==> src/rtl/assert_macros.svh <==
// Assertion macros shared by the RTL modules.
`ifndef ASSERT_MACROS_SVH
`define ASSERT_MACROS_SVH

// Check a property on every clock edge outside reset.
`define PAFM_ASSERT(lbl, prop) \
  lbl: assert property (@(posedge clk) disable iff (!rst_n) prop) \
    else $error("%m: property failed");

// Check a property on every clock edge, reset included.
`define PAFM_ASSERT_ALWAYS(lbl, prop) \
  lbl: assert property (@(posedge clk) prop) \
    else $error("%m: property failed");

`endif

==> src/rtl/pafm_pkg.sv <==
// Types, constants and helpers of the phase-angle motor firing block.
`default_nettype none
package pafm_pkg;

  localparam int COUNT_WIDTH_DEF = 16;
  localparam int SAMPLE_W        = 10;
  localparam int CFG_IDX_W       = 3;
  localparam int CFG_DATA_W      = 16;
  localparam int NUM_MODES       = 5;
  localparam int MODE_W          = 3;
  localparam int LED_W           = 5;
  localparam int BLINK_W         = 7;

  localparam logic [CFG_DATA_W-1:0] EMERG_DELAY = 16'd14002;
  localparam logic [BLINK_W-1:0]    BLINK_DARK  = 7'd90;
  localparam logic [BLINK_W-1:0]    BLINK_LIT   = 7'd10;

  localparam logic [MODE_W-1:0] MODE_MIN   = 3'd0;
  localparam logic [MODE_W-1:0] MODE_START = 3'd2;
  localparam logic [MODE_W-1:0] MODE_MAX   = 3'd4;

  localparam logic [NUM_MODES-1:0][CFG_DATA_W-1:0] DELAY_RESET =
    {16'd8962, 16'd10562, 16'd12162, 16'd13762, 16'd13562};
  localparam logic [CFG_DATA_W-1:0] PULSE_RESET      = 16'd42;
  localparam logic [CFG_DATA_W-1:0] RAMP_START_RESET = 16'd16962;
  localparam logic [CFG_DATA_W-1:0] RAMP_STEP_RESET  = 16'd200;

  typedef enum logic [CFG_IDX_W-1:0] {
    REG_DELAY_MODE_ZERO  = 3'd0,
    REG_DELAY_MODE_ONE   = 3'd1,
    REG_DELAY_MODE_TWO   = 3'd2,
    REG_DELAY_MODE_THREE = 3'd3,
    REG_DELAY_MODE_FOUR  = 3'd4,
    REG_PULSE_TICKS      = 3'd5,
    REG_RAMP_START_DELAY = 3'd6,
    REG_RAMP_STEP        = 3'd7
  } cfg_idx_t;

  typedef enum logic [2:0] {
    PH_IDLE     = 3'd0,
    PH_VPULSE   = 3'd1,
    PH_DELAY    = 3'd2,
    PH_GATE     = 3'd3,
    PH_EM_DELAY = 3'd4,
    PH_EM_PULSE = 3'd5
  } phase_t;

  typedef enum logic [1:0] {
    CMB_NONE  = 2'd0,
    CMB_PLUS  = 2'd1,
    CMB_MINUS = 2'd2
  } combo_t;

  typedef struct packed {
    logic [NUM_MODES-1:0][CFG_DATA_W-1:0] delay_mode;
    logic [CFG_DATA_W-1:0]                pulse_ticks;
    logic [CFG_DATA_W-1:0]                ramp_start_delay;
    logic [CFG_DATA_W-1:0]                ramp_step;
  } cfg_regs_t;

  typedef struct packed {
    logic                power_held;
    logic                plus_held;
    logic                minus_held;
    logic                emergency_stop;
    logic [SAMPLE_W-1:0] line_sample;
  } in_item_t;

  typedef struct packed {
    logic              gate_pulse;
    logic              voltage_pulse;
    logic [LED_W-1:0]  leds_lit;
    logic              powered_on;
    logic [MODE_W-1:0] mode_now;
    logic              ramping;
  } out_item_t;

  // Mode m lights LEDs 0..m.
  function automatic logic [LED_W-1:0] mode_leds(input logic [MODE_W-1:0] m);
    logic [LED_W-1:0] leds;
    case (m)
      3'd0:    leds = 5'b00001;
      3'd1:    leds = 5'b00011;
      3'd2:    leds = 5'b00111;
      3'd3:    leds = 5'b01111;
      default: leds = 5'b11111;
    endcase
    return leds;
  endfunction

endpackage
`default_nettype wire

==> src/rtl/pafm_cfg.sv <==
// Configuration register file of the firing block.
`default_nettype none
module pafm_cfg
  import pafm_pkg::*;
(
  input  wire logic                  clk,
  input  wire logic                  rst_n,
  input  wire logic                  cfg_valid,
  output logic                       cfg_ready,
  input  wire logic [CFG_IDX_W-1:0]  cfg_index,
  input  wire logic [CFG_DATA_W-1:0] cfg_wdata,
  output cfg_regs_t                  regs
);

  cfg_regs_t regs_r;

  assign cfg_ready = 1'b1;
  assign regs      = regs_r;

  always_ff @(posedge clk) begin
    if (!rst_n) begin
      regs_r.delay_mode       <= DELAY_RESET;
      regs_r.pulse_ticks      <= PULSE_RESET;
      regs_r.ramp_start_delay <= RAMP_START_RESET;
      regs_r.ramp_step        <= RAMP_STEP_RESET;
    end else if (cfg_valid && cfg_ready) begin
      case (cfg_idx_t'(cfg_index))
        REG_DELAY_MODE_ZERO:  regs_r.delay_mode[0]     <= cfg_wdata;
        REG_DELAY_MODE_ONE:   regs_r.delay_mode[1]     <= cfg_wdata;
        REG_DELAY_MODE_TWO:   regs_r.delay_mode[2]     <= cfg_wdata;
        REG_DELAY_MODE_THREE: regs_r.delay_mode[3]     <= cfg_wdata;
        REG_DELAY_MODE_FOUR:  regs_r.delay_mode[4]     <= cfg_wdata;
        REG_PULSE_TICKS:      regs_r.pulse_ticks       <= cfg_wdata;
        REG_RAMP_START_DELAY: regs_r.ramp_start_delay  <= cfg_wdata;
        REG_RAMP_STEP:        regs_r.ramp_step         <= cfg_wdata;
        default:              regs_r                   <= regs_r;
      endcase
    end
  end

endmodule
`default_nettype wire

==> src/rtl/pafm_step.sv <==
// Controller state and per-tick next-state logic of the firing block.
`default_nettype none
`include "assert_macros.svh"
module pafm_step
  import pafm_pkg::*;
#(
  parameter int COUNT_WIDTH = COUNT_WIDTH_DEF
) (
  input  wire logic      clk,
  input  wire logic      rst_n,
  input  wire logic      en,
  input  wire in_item_t  item,
  input  wire cfg_regs_t regs,
  output out_item_t      result_nxt
);

  localparam int CW = COUNT_WIDTH;
  localparam int DW = (CW > CFG_DATA_W) ? CW : CFG_DATA_W;

  logic               on_r, on_nxt;
  logic [MODE_W-1:0]  mode_r, mode_nxt;
  combo_t             combo_r, combo_nxt;
  logic               ramp_act_r, ramp_act_nxt;
  logic [CW-1:0]      ramp_dly_r, ramp_dly_nxt;
  logic               half_high_r, half_high_nxt;
  phase_t             phase_r, phase_nxt;
  logic [CW-1:0]      tick_cnt_r, tick_cnt_nxt;
  logic [CW-1:0]      chosen_r, chosen_nxt;
  logic [BLINK_W-1:0] blink_cnt_r, blink_cnt_nxt;
  logic               blink_lit_r, blink_lit_nxt;
  logic [LED_W-1:0]   led_r, led_nxt;

  always_comb begin
    logic                  watch;
    logic                  crossing;
    logic [CW-1:0]         target;
    logic [CW-1:0]         pulse;
    logic [CW-1:0]         diff;
    logic [CFG_DATA_W-1:0] step;

    on_nxt        = on_r;
    mode_nxt      = mode_r;
    combo_nxt     = combo_r;
    ramp_act_nxt  = ramp_act_r;
    ramp_dly_nxt  = ramp_dly_r;
    half_high_nxt = half_high_r;
    phase_nxt     = phase_r;
    tick_cnt_nxt  = tick_cnt_r;
    chosen_nxt    = chosen_r;
    blink_cnt_nxt = blink_cnt_r;
    blink_lit_nxt = blink_lit_r;
    led_nxt       = led_r;
    watch         = 1'b0;
    crossing      = 1'b0;
    pulse         = CW'(regs.pulse_ticks);
    step          = (regs.ramp_step != '0) ? regs.ramp_step : CFG_DATA_W'(1);

    // Buttons and power.
    if (item.power_held && !on_r) begin
      ramp_act_nxt = 1'b1;
      if (item.plus_held) begin
        combo_nxt = CMB_PLUS;
      end else if (item.minus_held) begin
        combo_nxt = CMB_MINUS;
      end else begin
        on_nxt    = 1'b1;
        mode_nxt  = (combo_r == CMB_PLUS)  ? MODE_MAX :
                    (combo_r == CMB_MINUS) ? MODE_MIN : MODE_START;
        combo_nxt = CMB_NONE;
        watch     = 1'b1;
      end
    end else if (item.power_held && on_r) begin
      if (item.emergency_stop) begin
        ramp_act_nxt = 1'b1;
      end else begin
        if (item.plus_held) begin
          combo_nxt = CMB_PLUS;
        end else if (item.minus_held) begin
          combo_nxt = CMB_MINUS;
        end else begin
          if (combo_r == CMB_PLUS && mode_r < MODE_MAX) begin
            mode_nxt = mode_r + MODE_W'(1);
          end else if (combo_r == CMB_MINUS && mode_r > MODE_MIN) begin
            mode_nxt = mode_r - MODE_W'(1);
          end
          combo_nxt = CMB_NONE;
        end
        led_nxt = mode_leds(mode_nxt);
      end
      watch = 1'b1;
    end else if (!item.power_held && on_r) begin
      on_nxt       = 1'b0;
      led_nxt      = '0;
      phase_nxt    = PH_IDLE;
      tick_cnt_nxt = '0;
    end

    target = CW'(regs.delay_mode[mode_nxt]);
    diff   = ramp_dly_nxt - target;

    if (on_nxt) begin
      if (watch) begin
        if (half_high_r) begin
          crossing = (item.line_sample <= SAMPLE_W'(1));
        end else begin
          crossing = (item.line_sample != '0);
        end
      end

      if (crossing) begin
        half_high_nxt = !half_high_r;
        if (!item.emergency_stop) begin
          phase_nxt    = PH_VPULSE;
          tick_cnt_nxt = pulse;
          if (ramp_act_nxt) begin
            if (ramp_dly_nxt > target) begin
              chosen_nxt = ramp_dly_nxt;
              // Clamp the last ramp step to the mode's delay.
              if (DW'(diff) > DW'(step)) begin
                ramp_dly_nxt = ramp_dly_nxt - CW'(step);
              end else begin
                ramp_dly_nxt = target;
              end
            end else begin
              ramp_dly_nxt = CW'(regs.ramp_start_delay);
              ramp_act_nxt = 1'b0;
            end
          end
        end else begin
          phase_nxt    = PH_EM_DELAY;
          tick_cnt_nxt = CW'(EMERG_DELAY);
          if (blink_cnt_r != '0) begin
            blink_cnt_nxt = blink_cnt_r - BLINK_W'(1);
          end else if (!blink_lit_r) begin
            led_nxt       = mode_leds(mode_nxt);
            blink_lit_nxt = 1'b1;
            blink_cnt_nxt = BLINK_LIT;
          end else begin
            led_nxt       = '0;
            blink_lit_nxt = 1'b0;
            blink_cnt_nxt = BLINK_DARK;
          end
        end
      end else if (phase_r != PH_IDLE) begin
        if (tick_cnt_r > CW'(1)) begin
          tick_cnt_nxt = tick_cnt_r - CW'(1);
        end else begin
          case (phase_r)
            PH_VPULSE: begin
              if (!ramp_act_nxt) begin
                chosen_nxt = target;
              end
              phase_nxt    = PH_DELAY;
              tick_cnt_nxt = chosen_nxt;
            end
            PH_DELAY: begin
              phase_nxt    = PH_GATE;
              tick_cnt_nxt = pulse;
            end
            PH_EM_DELAY: begin
              phase_nxt    = PH_EM_PULSE;
              tick_cnt_nxt = pulse;
            end
            default: begin
              phase_nxt    = PH_IDLE;
              tick_cnt_nxt = '0;
            end
          endcase
        end
      end
    end

    result_nxt.gate_pulse    = (phase_nxt == PH_GATE);
    result_nxt.voltage_pulse = (phase_nxt == PH_VPULSE) || (phase_nxt == PH_EM_PULSE);
    result_nxt.leds_lit      = led_nxt;
    result_nxt.powered_on    = on_nxt;
    result_nxt.mode_now      = mode_nxt;
    result_nxt.ramping       = ramp_act_nxt;
  end

  always_ff @(posedge clk) begin
    if (!rst_n) begin
      on_r        <= 1'b0;
      mode_r      <= MODE_MIN;
      combo_r     <= CMB_NONE;
      ramp_act_r  <= 1'b0;
      ramp_dly_r  <= CW'(RAMP_START_RESET);
      half_high_r <= 1'b0;
      phase_r     <= PH_IDLE;
      tick_cnt_r  <= '0;
      chosen_r    <= '0;
      blink_cnt_r <= BLINK_DARK;
      blink_lit_r <= 1'b0;
      led_r       <= '0;
    end else if (en) begin
      on_r        <= on_nxt;
      mode_r      <= mode_nxt;
      combo_r     <= combo_nxt;
      ramp_act_r  <= ramp_act_nxt;
      ramp_dly_r  <= ramp_dly_nxt;
      half_high_r <= half_high_nxt;
      phase_r     <= phase_nxt;
      tick_cnt_r  <= tick_cnt_nxt;
      chosen_r    <= chosen_nxt;
      blink_cnt_r <= blink_cnt_nxt;
      blink_lit_r <= blink_lit_nxt;
      led_r       <= led_nxt;
    end
  end

  `PAFM_ASSERT(a_off_means_idle, !on_r |-> (phase_r == PH_IDLE))
  `PAFM_ASSERT(a_mode_in_range, mode_r <= MODE_MAX)
  `PAFM_ASSERT(a_blink_in_range, blink_cnt_r <= BLINK_DARK)
  `PAFM_ASSERT(a_hold_when_stalled, !en |=> $stable(phase_r) && $stable(tick_cnt_r))

endmodule
`default_nettype wire

==> src/rtl/phase_angle_motor_firing.sv <==
// Phase-angle motor firing controller, top level.
// Path: an accepted transaction goes through the input register, then the next-state logic
// into the result register, from which it is offered.
// Throughput: one transaction per cycle; the result register drains in the
// same cycle it refills, so the input stalls only while out_ready is low.
// Reset: synchronous on rst_n low; controller off, registers at defaults.
`default_nettype none
`include "assert_macros.svh"
module phase_angle_motor_firing
  import pafm_pkg::*;
#(
  parameter int COUNT_WIDTH = COUNT_WIDTH_DEF
) (
  input  wire logic                  clk,
  input  wire logic                  rst_n,
  input  wire logic                  in_valid,
  output logic                       in_ready,
  input  wire in_item_t              in_data,
  output logic                       out_valid,
  input  wire logic                  out_ready,
  output out_item_t                  out_data,
  input  wire logic                  cfg_valid,
  output logic                       cfg_ready,
  input  wire logic [CFG_IDX_W-1:0]  cfg_index,
  input  wire logic [CFG_DATA_W-1:0] cfg_wdata
);

  in_item_t  in_r;
  logic      in_vld_r, in_vld_nxt;
  out_item_t out_r;
  logic      out_vld_r, out_vld_nxt;
  out_item_t result_nxt;
  cfg_regs_t regs;
  logic      advance;

  // Move the held transaction into the result register when it has room.
  assign advance   = in_vld_r && (!out_vld_r || out_ready);
  assign in_ready  = !in_vld_r || advance;
  assign out_valid = out_vld_r;
  assign out_data  = out_r;

  assign in_vld_nxt  = (in_valid && in_ready) ? 1'b1 : (advance ? 1'b0 : in_vld_r);
  assign out_vld_nxt = advance ? 1'b1 : (out_ready ? 1'b0 : out_vld_r);

  pafm_cfg u_cfg (
    .clk       (clk),
    .rst_n     (rst_n),
    .cfg_valid (cfg_valid),
    .cfg_ready (cfg_ready),
    .cfg_index (cfg_index),
    .cfg_wdata (cfg_wdata),
    .regs      (regs)
  );

  pafm_step #(
    .COUNT_WIDTH (COUNT_WIDTH)
  ) u_step (
    .clk        (clk),
    .rst_n      (rst_n),
    .en         (advance),
    .item       (in_r),
    .regs       (regs),
    .result_nxt (result_nxt)
  );

  always_ff @(posedge clk) begin
    if (!rst_n) begin
      in_vld_r  <= 1'b0;
      out_vld_r <= 1'b0;
    end else begin
      in_vld_r  <= in_vld_nxt;
      out_vld_r <= out_vld_nxt;
    end
  end

  always_ff @(posedge clk) begin
    if (in_valid && in_ready) begin
      in_r <= in_data;
    end
    if (advance) begin
      out_r <= result_nxt;
    end
  end

  `PAFM_ASSERT(a_advance_fills_out, advance |=> out_vld_r)
  `PAFM_ASSERT(a_stall_keeps_item, (in_vld_r && out_vld_r && !out_ready) |=> in_vld_r)
  `PAFM_ASSERT(a_pulses_exclusive, out_vld_r |-> !(out_r.gate_pulse && out_r.voltage_pulse))
  `PAFM_ASSERT(a_off_all_dark,
               (out_vld_r && !out_r.powered_on) |-> (out_r.leds_lit == '0) && !out_r.gate_pulse)

endmodule
`default_nettype wire

==> config.mk <==
export PLATFORM = sky130hd
export DESIGN_NAME = phase_angle_motor_firing
export DESIGN_NICKNAME = d
export VERILOG_FILES = /design/src/rtl/pafm_pkg.sv /design/src/rtl/pafm_cfg.sv /design/src/rtl/pafm_step.sv /design/src/rtl/phase_angle_motor_firing.sv
export VERILOG_INCLUDE_DIRS = /design/src /design/src/rtl
export SDC_FILE = /design/constraint.sdc
export NUM_CORES = 1
export LEC_CHECK = 0
export ABC_AREA = 1
export BUFFER_PORTS_ARGS = -buffer_cell sky130_fd_sc_hd__buf_2
export CAP_MARGIN = 10
export CORE_ASPECT_RATIO = 1.2
export CORE_MARGIN = 2
export CORE_UTILIZATION = 55
export CTS_CLUSTER_DIAMETER = 100
export DETAILED_ROUTE_END_ITERATION = 10
export PLACE_DENSITY = 0.74
export SLEW_MARGIN = 40
export SYNTH_ARGS = -nofsm -noshare
export SYNTH_HDL_FRONTEND = slang
export SYNTH_SLANG_ARGS = --single-unit
export TNS_END_PERCENT = 50
==> constraint.sdc <==
create_clock -name clk -period 12.85 [get_ports clk]
set_clock_uncertainty 0.05 [all_clocks]
set_input_delay 2.57 -clock clk [delete_from_list [all_inputs] [get_ports clk]]
set_output_delay 2.57 -clock clk [all_outputs]
set_load 0.02 [all_outputs]
==> summary.md, run 1 <==
| Metric | Value |
|---|---|
| Outcome | `finished clean` |
| PwrDens | `134 mW/mm^2` |
| Root Buffer | `clkbuf_16` |
| Yosys warns | `0` |
| Finished Layout Cells | `2341` |
| Sw Share | `0.332` |
| Fmax | `138 MHz` |
| Setup-failing EPs final | `0` |
| Filler cell count | `2281` |
| Shortest period the worst path allows | `7.22 ns` |
| Sw Pwr | `0.645 mW` |
| Peak VDD IR | `0.110 mV` |
| Clk buf depth | `3` |
| Largest area contributor in the netlist | `dfxtp_1` |
| Post-CTS setup buffers | `0` |
| Overall power | `1.95 mW` |
| Arr. time, crit path | `7.56 ns` |
| Layout area overhead | `8.75%` |
| Pin count of the biggest net entering global routing | `97` |
| Syn Inst Count | `2013` |
| CTS clock-pin slew for the worst setup and hold paths | `0.06 ns` |
| Worst Hold Class | `reg2reg` |
| Sink Count | `228` |
| Synth area leaders | `dfxtp_1, nand2_1, nor2_1` |
| Setup slack after layout | `5.63 ns` |
| Worst Path Required | `13.19 ns` |
| Internal power | `1.30 mW` |
| Die H | `175 um` |
| # DRC | `0` |
| Post-CTS Hold Fix Bufs | `0` |
| Post-DP HPWL | `29200 um` |
| Comb power frac | `0.247` |
| CTS tree | `done` |
| Mapped Area | `0.0134 mm^2` |
| Vias | `13400` |
| Initial core utilization | `0.559` |
| Syn avg cell area | `6.66 um^2` |
| Number of global-route vias before repair | `12200` |
| Main synth FF type | `dfxtp_1` |
| Die area | `0.0256 mm^2` |
| Placer congestion estimate | `0.977` |
| Starting DRC count in detailed routing | `1218` |
| Post-DP Area | `0.0138 mm^2` |
| Slew headroom | `0.442` |
| Post-DRT Antenna Nets | `0` |
| P_leak | `6.82 nW` |
| Total track usage | `0.319` |
| Crit end category | `register` |
| Port Buffers | `51` |
| Number of buffers and inverters on the critical path | `5` |
| GRT overflow | `0` |
| Post-synth top area share | `0.302` |
| Routed len/inst | `17.7 um` |
| Most used cell, CP | `nand2_1` |
| Clock power frac | `0.361` |
| Fraction of layout cells with a size suffix above 1 | `0.0668` |
| Hold_ws | `0.403 ns` |
| DR pass1 iterations | `6` |
| Ant. Diodes | `0` |
| Sequential fraction of the synthesis area | `0.360` |
| Sequential fraction of design power | `0.392` |
| Final Util | `0.608` |
| Crit share post-route | `0.562` |
| CTS Buf Count | `25` |
| Slew Viols, Final | `0` |
| Antenna violations before repair | `0` |
| Worst setup SP type | `register` |
| Crit path max fanout | `51` |
| Htree depth | `1` |
| Place WS | `5.76 ns` |
| Critical Path Max Stage Delay | `0.55 ns` |
| Top-count cell post-synth | `nand2_1` |
| Largest delay contributor family on the critical path | `simple AND/OR/NAND/NOR gates` |
| Design area | `0.0146 mm^2` |
| First-pass GRT wire length | `65700 um` |
| # IOs | `53` |
| Dpl cells | `2296` |
| Yosys reg bits | `228` |
| Final wirelength | `41300 um` |
| Final layout net count | `2099` |
| Async SR Flop Fraction | `0` |
| Clk_lat worst skew | `0.55 ns` |
| Total core area | `0.0240 mm^2` |
| Max-cap violations | `0` |
| CTS resizes | `0` |
| Vias/cell | `5.72` |
| Type of the worst setup path | `reg2reg` |
| RSZ-0062 raised after global routing | `false` |
| Post-synth top cells | `nand2_1, nor2_1, inv_1` |
| Net Count, Synth | `2109` |
| Final hold vios | `0` |
| Die X-Extent | `146 um` |
| Library cells used by synthesis | `55` |
| CP max-delay cell | `nand2_1` |
| # rows | `62` |
| Post-synth EDFFs | `26` |
| Post-Route Setup TNS | `0 ns` |
| Worst slew pin tran | `0.835 ns` |
-- power groups by stage --
stage | combinational, mW | sequential [mW] | clock, mW
after floorplan | 0.349 | 0.776 | 0
after global placement | 0.465 | 0.777 | 0
after detailed placement | 0.471 | 0.777 | 0
after CTS | 0.474 | 0.762 | 0.710
after global routing | 0.537 | 0.765 | 0.738
final | 0.481 | 0.763 | 0.703
-- path summary, 6_finish.rpt --
path / startpoint / to / slack (ns) / cells after the start
hold reg to reg: u_cfg.regs[85]$_SDFFE_PN0P_ / u_cfg.regs[85]$_SDFFE_PN0P_ / 0.40 / 2
setup / recovery: u_step.mode_r[0]$_SDFFE_PN0P_ / u_step.ramp_dly_r[9]$_SDFFE_PN1P_ / 5.63 / 40
setup reg to reg: u_step.mode_r[0]$_SDFFE_PN0P_ / u_step.ramp_dly_r[9]$_SDFFE_PN1P_ / 5.63 / 40
hold / removal: u_cfg.regs[85]$_SDFFE_PN0P_ / u_cfg.regs[85]$_SDFFE_PN0P_ / 0.40 / 2
-- final cells by class --
cell class                      count  area (um^2)  area share
Clock buffer                       37          741      0.0508
Clock inverter                      8         62.6     0.00429
Inverter                          231          867      0.0595
Multi-Input combinational cell   1451         7300       0.501
Sequential cell                   228         4820       0.331
Tap cell                          320          400      0.0275
Timing Repair Buffer               66          374      0.0257
-- per-layer routing --
metal / vias up / GRT usage / routed length, um
met2: 567 / 0.549 / 19600
met3: 107 / 0.0363 / 2970
met1: 6124 / 0.411 / 16900
li1: 6598 / - / -
met4: 0 / 0.126 / 1830
met5: - / 0 / 0
-- worst min-delay path: stages, from the launching register on --
cell,delay [ns]
dfxtp_1,0.29
inv_1,0.06
a21oi_1,0.06
-- kinds of logic after synthesis --
kind of cell,Yosys count,synth area share
xor gates and xnor gates,33,0.0216
buffers and inverters,334,0.0963
AOI/OAI and AO/OA,431,0.175
DFF,228,0.360
other,1,0.000280
adders and majority gates,58,0.0553
and+or+nand+nor,928,0.291
-- sequential cells by signal, summed over array words and instances (netlist names) --
register / count
u_cfg.regs: 128
u_step.chosen_r: 16
u_step.ramp_dly_r: 16
u_step.tick_cnt_r: 16
in_r: 14
out_data: 12
u_step.blink_cnt_r: 7
u_step.led_r: 5
u_step.mode_r: 3
u_step.phase_r: 3
u_step.combo_r: 2
in_vld_r: 1
out_valid: 1
u_step.blink_lit_r: 1
u_step.half_high_r: 1
u_step.on_r: 1
u_step.ramp_act_r: 1
-- cells in the final DEF, fill, tap and decap left out, drive strengths merged, types with 37 or more instances in the layout --
cell type and instances:
a21oi 191, buf 66, clkbuf 37, dfxtp 202, ha 56, inv 228
nand2 423, nand3 187, nor2 261, o21ai 174
(Power assumes the default switching activity.)
==> run 2: changes to the inputs <==
==> constraint.sdc (replaced) <==
create_clock -name clk -period 6.8 [get_ports clk]
set_clock_uncertainty 0.05 [all_clocks]
set_input_delay 1.36 -clock clk [delete_from_list [all_inputs] [get_ports clk]]
set_output_delay 1.36 -clock clk [all_outputs]
set_load 0.02 [all_outputs]
==> run 2 against run 1 <==
Compared with the run above:
- sequential cell count did not move
- clock-buffer cell count fell by 3
- largest power group unchanged
- critical endpoint is now u_step.ramp_dly_r[1]$_SDFFE_PN1P_
- fmax rose by 21%
- global-route usage rose by 0.10 points
- clock power rose by 100%
==> summary.md, run 2 (synthesis results as in run 1) <==
| Metric | Value |
|---|---|
| PwrDens | `259 mW/mm^2 (+94%)` |
| Total track usage | `0.320 (+0.00100)` |
| Vias/cell | `5.73 (+0.11%)` |
| # IOs | `53 (unchanged)` |
| Pin count of the biggest net entering global routing | `91 (-6.2%)` |
| Die area | `0.0256 mm^2 (unchanged)` |
| Htree depth | `1 (unchanged)` |
| # DRC | `0 (unchanged)` |
| Max-cap violations | `0 (unchanged)` |
| Crit end category | `register` |
| Outcome | `finished clean` |
| Number of flip-flops in the largest register | `128 (unchanged)` |
| Internal power | `2.55 mW (+96%)` |
| Vias | `13500 (+0.46%)` |
| Crit path max fanout | `31 (-39%)` |
| Fmax | `167 MHz (+21%)` |
| Comb power frac | `0.247 (about the same)` |
| Port Buffers | `51 (unchanged)` |
| Final layout net count | `2106 (+0.33%)` |
| Fraction of layout cells with a size suffix above 1 | `0.0700 (+0.00319)` |
| Post-CTS setup buffers | `0 (unchanged)` |
| Post-DP Area | `0.0138 mm^2 (+0.42%)` |
| Sw Pwr | `1.25 mW (+93%)` |
| Clk_lat worst skew | `0.55 ns (about the same)` |
| Shortest period the worst path allows | `5.99 ns (-1.23 ns)` |
| Slew headroom | `0.475 (+0.0330)` |
| Critical Path Max Stage Delay | `0.39 ns (-0.16 ns)` |
| Type of the worst setup path | `reg2reg` |
| GRT overflow | `0 (unchanged)` |
| P_leak | `6.89 nW (+0.97%)` |
| Slew Viols, Final | `0 (unchanged)` |
| Die H | `175 um (unchanged)` |
| First-pass GRT wire length | `66100 um (+0.65%)` |
| Sw Share | `0.328 (-0.00351)` |
| Root Buffer | `clkbuf_16` |
| Total core area | `0.0240 mm^2 (unchanged)` |
| Final hold vios | `0 (unchanged)` |
| Antenna violations before repair | `0 (unchanged)` |
| CTS Buf Count | `25 (unchanged)` |
| Crit share post-route | `0.881 (+0.319)` |
| Final wirelength | `41400 um (+0.20%)` |
| Sink Count | `228 (unchanged)` |
| Setup-failing EPs final | `0 (unchanged)` |
| Sequential fraction of design power | `0.379 (-0.013)` |
| Clk buf depth | `3 (unchanged)` |
| CTS resizes | `0 (unchanged)` |
| DR pass1 iterations | `6 (unchanged)` |
| Commonest non-fill, non-tap cells in the layout | `nand2_1, nor2_1, inv_1, dfxtp_1, a21oi_1` |
| Die X-Extent | `146 um (unchanged)` |
| Filler cell count | `2233 (-2.1%)` |
| Post-Route Setup TNS | `0 ns (unchanged)` |
| CTS tree | `done` |
| Layout area overhead | `9.54%` |
| Post-CTS Hold Fix Bufs | `0 (unchanged)` |
| Worst Path Required | `7.16 ns (-6.03 ns)` |
| # rows | `62 (unchanged)` |
| RSZ-0062 raised after global routing | `false` |
| Reg2Reg Setup Slack | `0.81 ns (-4.82 ns)` |
| Routed len/inst | `17.6 um (-0.15%)` |
| Design area | `0.0147 mm^2 (+0.73%)` |
| Most used cell, CP | `nand2_1` |
| Hold_ws | `0.400 ns (-0.00255 ns)` |
| Post-DP HPWL | `29100 um (-0.30%)` |
| Peak VDD IR | `0.208 mV (+89%)` |
| Arr. time, crit path | `6.35 ns (-1.21 ns)` |
| Final Util | `0.612 (+0.00444)` |
| Placer congestion estimate | `0.992 (+1.5%)` |
| Initial core utilization | `0.559 (unchanged)` |
| Worst setup SP type | `register` |
| Post-DRT Antenna Nets | `0 (unchanged)` |
| Worst slew pin tran | `0.788 ns (-0.0475 ns)` |
| CTS clock-pin slew for the worst setup and hold paths | `0.06 ns (about the same)` |
| Commonest non-fill, non-tap cell in the layout | `nand2_1` |
| Starting DRC count in detailed routing | `1321 (+8.5%)` |
| Clock power frac | `0.373 (+0.012)` |
| Ant. Diodes | `0 (unchanged)` |
| Worst Hold Class | `reg2reg` |
| Number of global-route vias before repair | `12700 (+4.1%)` |
| CP max-delay cell | `dfxtp_1` |
| Overall power | `3.80 mW (+95%)` |
==> run 2: power groups by stage <==
stage / registers [mW] / logic, mW / clock network (mW)
after floorplan: 1.47 / 0.659 / 0
after global placement: 1.47 / 0.899 / 0
after detailed placement: 1.47 / 0.913 / 0
after CTS: 1.44 / 0.921 / 1.43
after global routing: 1.45 / 1.04 / 1.49
final: 1.44 / 0.938 / 1.42
==> run 2: critical path, delay by kind of cell (launching register included) <==
family,cells,cell delay [ns]
AOI/OAI and AO/OA,8,1.43
and+or+nand+nor,24,2.11
DFF,1,0.39
xor gates and xnor gates,1,0.12
adders and majority gates,3,0.79
buffers and inverters,5,0.90
==> run 2: worst paths after layout <==
| check | startpoint | depth (start not counted) | endpoint |
|---|---|---|---|
| max | u_step.mode_r[0]$_SDFFE_PN0P_ | 41 | u_step.ramp_dly_r[1]$_SDFFE_PN1P_ |
| min | u_cfg.regs[104]$_SDFFE_PN1P_ | 2 | u_cfg.regs[104]$_SDFFE_PN1P_ |
| max reg2reg | u_step.mode_r[0]$_SDFFE_PN0P_ | 41 | u_step.ramp_dly_r[1]$_SDFFE_PN1P_ |
| min reg2reg | u_cfg.regs[104]$_SDFFE_PN1P_ | 2 | u_cfg.regs[104]$_SDFFE_PN1P_ |
==> run 2: through the flow <==
stage / instances / setup slack (ns)
final: 2349 / 0.808
after global routing: 2349 / 0.0954
after CTS: 2349 / 0.870
after detailed placement: 2303 / 0.893
after global placement: 2303 / 0.973
after floorplan: 2013 / 1.72
==> run 2: routing by layer <==
metal  GRT usage  part of all wire
met5           0                 0
met4       0.177             0.061
met3      0.0363             0.069
met2       0.533              0.46
met1       0.407              0.42
==> run 2: cell type report <==
cell class / count / area (um^2) / share of cell area
Sequential cell: 228 / 4820 / 0.329
Timing Repair Buffer: 73 / 427 / 0.0291
Multi-Input combinational cell: 1451 / 7310 / 0.498
Clock inverter: 12 / 153 / 0.0104
Clock buffer: 34 / 699 / 0.0477
Tap cell: 320 / 400 / 0.0273
Inverter: 231 / 867 / 0.0591
